===== config.mk =====
export PLATFORM = sky130hd
export DESIGN_NAME = nid_div
export DESIGN_NICKNAME = d
export VERILOG_FILES = /design/src/rtl/nid_pkg.sv /design/src/rtl/nid_div.sv
export SDC_FILE = /design/constraint.sdc
export NUM_CORES = 1
export LEC_CHECK = 0
export BUFFER_PORTS_ARGS = -buffer_cell sky130_fd_sc_hd__buf_2
export CAP_MARGIN = 10
export CORE_MARGIN = 1.5
export CORE_UTILIZATION = 40
export CTS_CLUSTER_DIAMETER = 50
export DETAILED_ROUTE_END_ITERATION = 7
export PLACE_DENSITY = 0.7
export SLEW_MARGIN = 5
export SYNTH_ARGS = -nofsm -noshare
export SYNTH_HDL_FRONTEND = slang
export SYNTH_SLANG_ARGS = --single-unit

===== constraint.sdc =====
create_clock -name clk -period 5.42 [get_ports clk]
set_input_delay 0.542 -clock clk [delete_from_list [all_inputs] [get_ports clk]]
set_output_delay 0.542 -clock clk [all_outputs]
set_load 0.01 [all_outputs]

===== src/rtl/nid_pkg.sv =====
// Shared types, sizes and status codes for the Neville interpolation unit.
// No dependencies; every other file imports this package.
`default_nettype none
package nid_pkg;

  localparam int MAX_POINTS = 16;
  localparam int MAX_DERIV  = 4;
  localparam int NDER       = MAX_DERIV + 1;

  localparam int ROW_W  = $clog2(MAX_POINTS);
  localparam int CNT_W  = $clog2(MAX_POINTS + 1);
  localparam int NS_W   = ROW_W + 2;
  localparam int K_W    = 3;
  localparam int TAB_AW = $clog2(MAX_POINTS * NDER);

  localparam int X_W   = 32;
  localparam int Q_W   = 48;
  localparam int NUM_W = Q_W + 1;
  localparam int DEN_W = X_W + 1;
  localparam int QUO_W = NUM_W + 16;

  localparam logic signed [Q_W-1:0] Q_MAX = {1'b0, {(Q_W-1){1'b1}}};
  localparam logic signed [Q_W-1:0] Q_MIN = {1'b1, {(Q_W-1){1'b0}}};

  localparam logic [1:0] STATUS_OK   = 2'd0;
  localparam logic [1:0] STATUS_DUP  = 2'd1;
  localparam logic [1:0] STATUS_SAT  = 2'd2;
  localparam logic [1:0] STATUS_MANY = 2'd3;

  typedef struct packed {
    logic signed [X_W-1:0] x_offset;
    logic signed [X_W-1:0] y_sample;
    logic                  last_point;
  } in_item_t;

  typedef struct packed {
    logic [K_W-1:0]        deriv_index;
    logic signed [Q_W-1:0] result_value;
    logic [1:0]            status;
    logic                  last_result;
  } out_item_t;

  typedef struct packed {
    logic             start;
    logic [NUM_W-1:0] num_mag;
    logic [DEN_W-1:0] den_mag;
  } div_req_t;

  typedef enum logic [4:0] {
    ST_LOAD, ST_INIT_RD, ST_INIT_WB, ST_XA_RD, ST_XB_RD, ST_K_RD, ST_K_NUM,
    ST_DIV, ST_MUL0, ST_MUL1, ST_MUL2, ST_MUL3, ST_MUL4, ST_QM, ST_WR,
    ST_ACC_SEL, ST_ACC_RD, ST_ACC_WB, ST_OUT
  } state_t;

endpackage
`default_nettype wire


===== src/rtl/nid_div.sv =====
// Restoring divider, one quotient bit per cycle, for the tableau quotients.
// Depends on nid_pkg for widths and the request struct.
`default_nettype none
module nid_div (
  input  logic                     clk,
  input  logic                     rst,
  input  nid_pkg::div_req_t        req,
  output logic                     done,
  output logic [nid_pkg::QUO_W-1:0] quo
);
  import nid_pkg::*;

  localparam int CW = $clog2(QUO_W);

  logic [QUO_W-1:0] dvd;
  logic [DEN_W-1:0] den;
  logic [DEN_W-1:0] rem;
  logic [CW-1:0]    cnt;
  logic             busy;
  logic [DEN_W:0]   rem2;
  logic [DEN_W+1:0] diff;
  logic             qbit;

  always_comb begin
    rem2 = {rem, dvd[QUO_W-1]};
    diff = {1'b0, rem2} - {2'b0, den};
    qbit = ~diff[DEN_W+1];
  end

  always_ff @(posedge clk) begin
    if (rst) begin
      busy <= 1'b0;
      done <= 1'b0;
    end else begin
      done <= 1'b0;
      if (req.start) begin
        busy <= 1'b1;
        cnt  <= CW'(QUO_W - 1);
      end else if (busy) begin
        cnt <= cnt - 1'b1;
        if (cnt == '0) begin
          busy <= 1'b0;
          done <= 1'b1;
        end
      end
    end
  end

  always_ff @(posedge clk) begin
    if (req.start) begin
      dvd <= {req.num_mag, 16'b0};
      den <= req.den_mag;
      rem <= '0;
      quo <= '0;
    end else if (busy) begin
      dvd <= {dvd[QUO_W-2:0], 1'b0};
      rem <= qbit ? diff[DEN_W-1:0] : rem2[DEN_W-1:0];
      quo <= {quo[QUO_W-2:0], qbit};
    end
  end

endmodule
`default_nettype wire


==> results.ini <==
[status]
status=completed

[final_layout]
instances_no_fill=1278
finish.instance_area_um2=10800
final_layout_size_suffix_gt1_share_pct=26.0
syn2layout_area_growth_pct=17.3
fin_nets=1099

[worst_setup_path]
cp-start-kind=register
cp_slowest_cell=o21ai_4
crit_family=compound AO/OA/AOI/OAI gates
crit_type=reg2reg
crit_required_ps=5690
cp_common_cell=nand3_1
cpPeakStageDelay_ps=750
critPathCaptureType=register
critPathArrivalTime_ps=3770
critical_path.max_fanout=21
worst-path-buf-inv=2
crit_chain=inv_1, ha_1, nand3_1, nor2_2, nand3_1, a2111oi_4, nor3_2, o21ai_4, buf_4, mux2i_1, a211oi_1

[sta]
slew_headroom_pct=30.5
fin_tns_setup_ps=0
skew_ps=14.8
worst_pin_slew_ps=1040
max_freq_mhz=285
fin_crit_ps=3510
setup_violations=0
period_share_pct=64.7
rsz0062_at_grt=false
hold_violations=0
slew_viol_final=0

[global_route]
grt_first_pass_wirelength_um=32200
grt_antenna_before_repair=3
grt_pass1_vias=6424
grtUsageTotal_pct=16.8
grt_max_degree=82
grt-ovfl-total=0

[floorplan]
rows=55
initial_core_util_pct=40.8
die_x_um=155
die_area_um2=23900
fp.dieH_um=155
core_region_area_um2=22600
io_pins=151

[clock_tree]
cts_buffer_depth=2
ctsHoldBuffers=0
postCtsSetupBuffers=0
cts_tree=yes
cts_sinks=189
htree_num_levels=4
clock_latency_ps=450
clk_pin_slew_ps=80
numCtsBuffers=17
cts_resized=0
cts-root-buf=clkbuf_16

[yosys]
yosys_warnings=0
yosys.cell_types.count=70
ys_async_sr_fraction_pct=0
synth_area_leaders=edfxtp_1 29%, dfxtp_1 22%, mux2i_1 9.4%
synthFlopType=dfxtp_1
synth_enable_flop_cells=89
syn_nets=966
netlist_area_um2=9200
ys_seq_area_share_pct=50.8
synth_top_area_cell=edfxtp_1
syn_inst=845
syn_avg_cell_area_um2=10.9
synth_top_area_share_pct=29.0
post-synth-top-count-cell=nor2_1
ys_seq_elements=189
ys_top_cells_by_count=112 x nor2_1, 100 x dfxtp_1, 89 x edfxtp_1

[place]
placed_cell_area_um2=10200
placedCellCount=1244
portBuffers=150
dp_hpwl_um=13400
finalWeightedCongestion=0.914

[power_and_ir_drop]
p_per_area_nw_per_um2=317
vdd_drop_max_uv=179
power.leakage_nw=4.57

[detailed_routing]
first_iter_violations=388
routed_wl_um=19700
antenna_left=0
dr.pass1.iters=7
wire_per_inst_um=15.4
num_vias=6567
drc=0
via_per_inst=5.14

[min_path]
hold_path_class=in2reg

[job]
maxCapViolations=0

==> placed cells by master (no fill, tap or decap), drive strengths merged, types with 4 or more instances in the layout <==
cell type | netlist | layout
a21oi | 39 | 39
nand3 | 9 | 9
nor2b | 4 | 4
o21a | 9 | 9
a21o | 12 | 12
mux2i | 86 | 86
clkbuf | 26 | 17
edfxtp | 89 | 89
or3 | 5 | 5
buf | 15 | 155
a31o | 4 | 4
o21bai | 4 | 4
o31a | 4 | 4
xnor2 | 22 | 22
nor2 | 114 | 114
a211oi | 18 | 18
nand2b | 4 | 4
nor3 | 7 | 7
nand4 | 4 | 4
xor2 | 6 | 6
dfxtp | 100 | 100
ha | 35 | 35
o21ai | 32 | 32
o211ai | 7 | 7
and2 | 4 | 4
inv | 47 | 60
nand2 | 48 | 48
or2 | 4 | 4
mux2 | 49 | 49
==> worst reg2reg max path, cell delays in order (launching register included) <==
cell and delay, ps:
edfxtp_1 330, inv_1 40, ha_1 430, nand3_1 170, nor2_2 210, nand3_1 160, a2111oi_4 380, nor3_2 130
o21ai_4 750, buf_4 400, mux2i_1 230, a211oi_1 100
==> power breakdown <==
part	switching (mW)	internal, mW
sequential	0.0390	1.58
combinational	0.260	0.209
clock	0.674	0.649
total	0.974	2.44
==> sequential cells by signal, indices dropped and copies added (netlist names) <==
name  cells
cnt       7
dvd      49
rem      33
busy      1
done      1
den      33
quo      65
==> kinds of logic (layout without fill, tap and decap cells) <==
logic type | count (synthesis) | after routing | share of synthesized area, %
and+or+nand+nor | 211 | 211 | 10.0
DFF | 189 | 189 | 50.8
AOI/OAI and AO/OA | 158 | 158 | 12.1
muxes | 135 | 135 | 15.4
buffers and inverters | 88 | 234 | 4.04
adders and majority gates | 36 | 36 | 4.98
xor gates and xnor gates | 28 | 28 | 2.67
other | 0 | 2 | 0
==> path summary, 6_finish.rpt <==
| path | from | to | slack, ps | cells after the start |
|---|---|---|---|---|
| setup / recovery | den[27] | rem[24] | 1910 | 11 |
| setup reg to reg | den[27] | rem[24] | 1910 | 11 |
| hold reg to reg | rem[9] | rem[9] | 490 | 2 |
| hold / removal | req[5] | den[5] | 270 | 1 |
==> final cells by class <==
cell class,instances,area [um2]
Clock buffer,17,425
Tap cell,285,357
Fill cell,2095,11800
Timing Repair Buffer,155,795
Multi-Input combinational cell,568,4150
Sequential cell,189,4680
Antenna cell,2,5.00
Inverter,47,176
Clock inverter,15,198
==> routing by layer <==
| metal | GRT usage (%) | share of wire [%] |
|---|---|---|
| met5 | 0 | 0.13 |
| met1 | 21.4 | 46 |
| met4 | 5.45 | 1.7 |
| met3 | 5.49 | 6.4 |
| met2 | 27.0 | 46 |
==> through the flow <==
step | util, % | hold WS, ps | power [mW] | setup WS [ps]
6_report | 47.8 | 270 | 3.42 | 1910
5_1_grt | 47.8 | 250 | 3.57 | 1650
4_1_cts | 47.8 | 252 | 3.46 | 1920
3_5_place_dp | 45.0 | 472 | 2.12 | 1930
3_3_place_gp | 45.0 | 461 | 2.12 | 2040
2_1_floorplan | - | 444 | 2.01 | 2630
No activity file was read; power rests on OpenSTA's default activity.
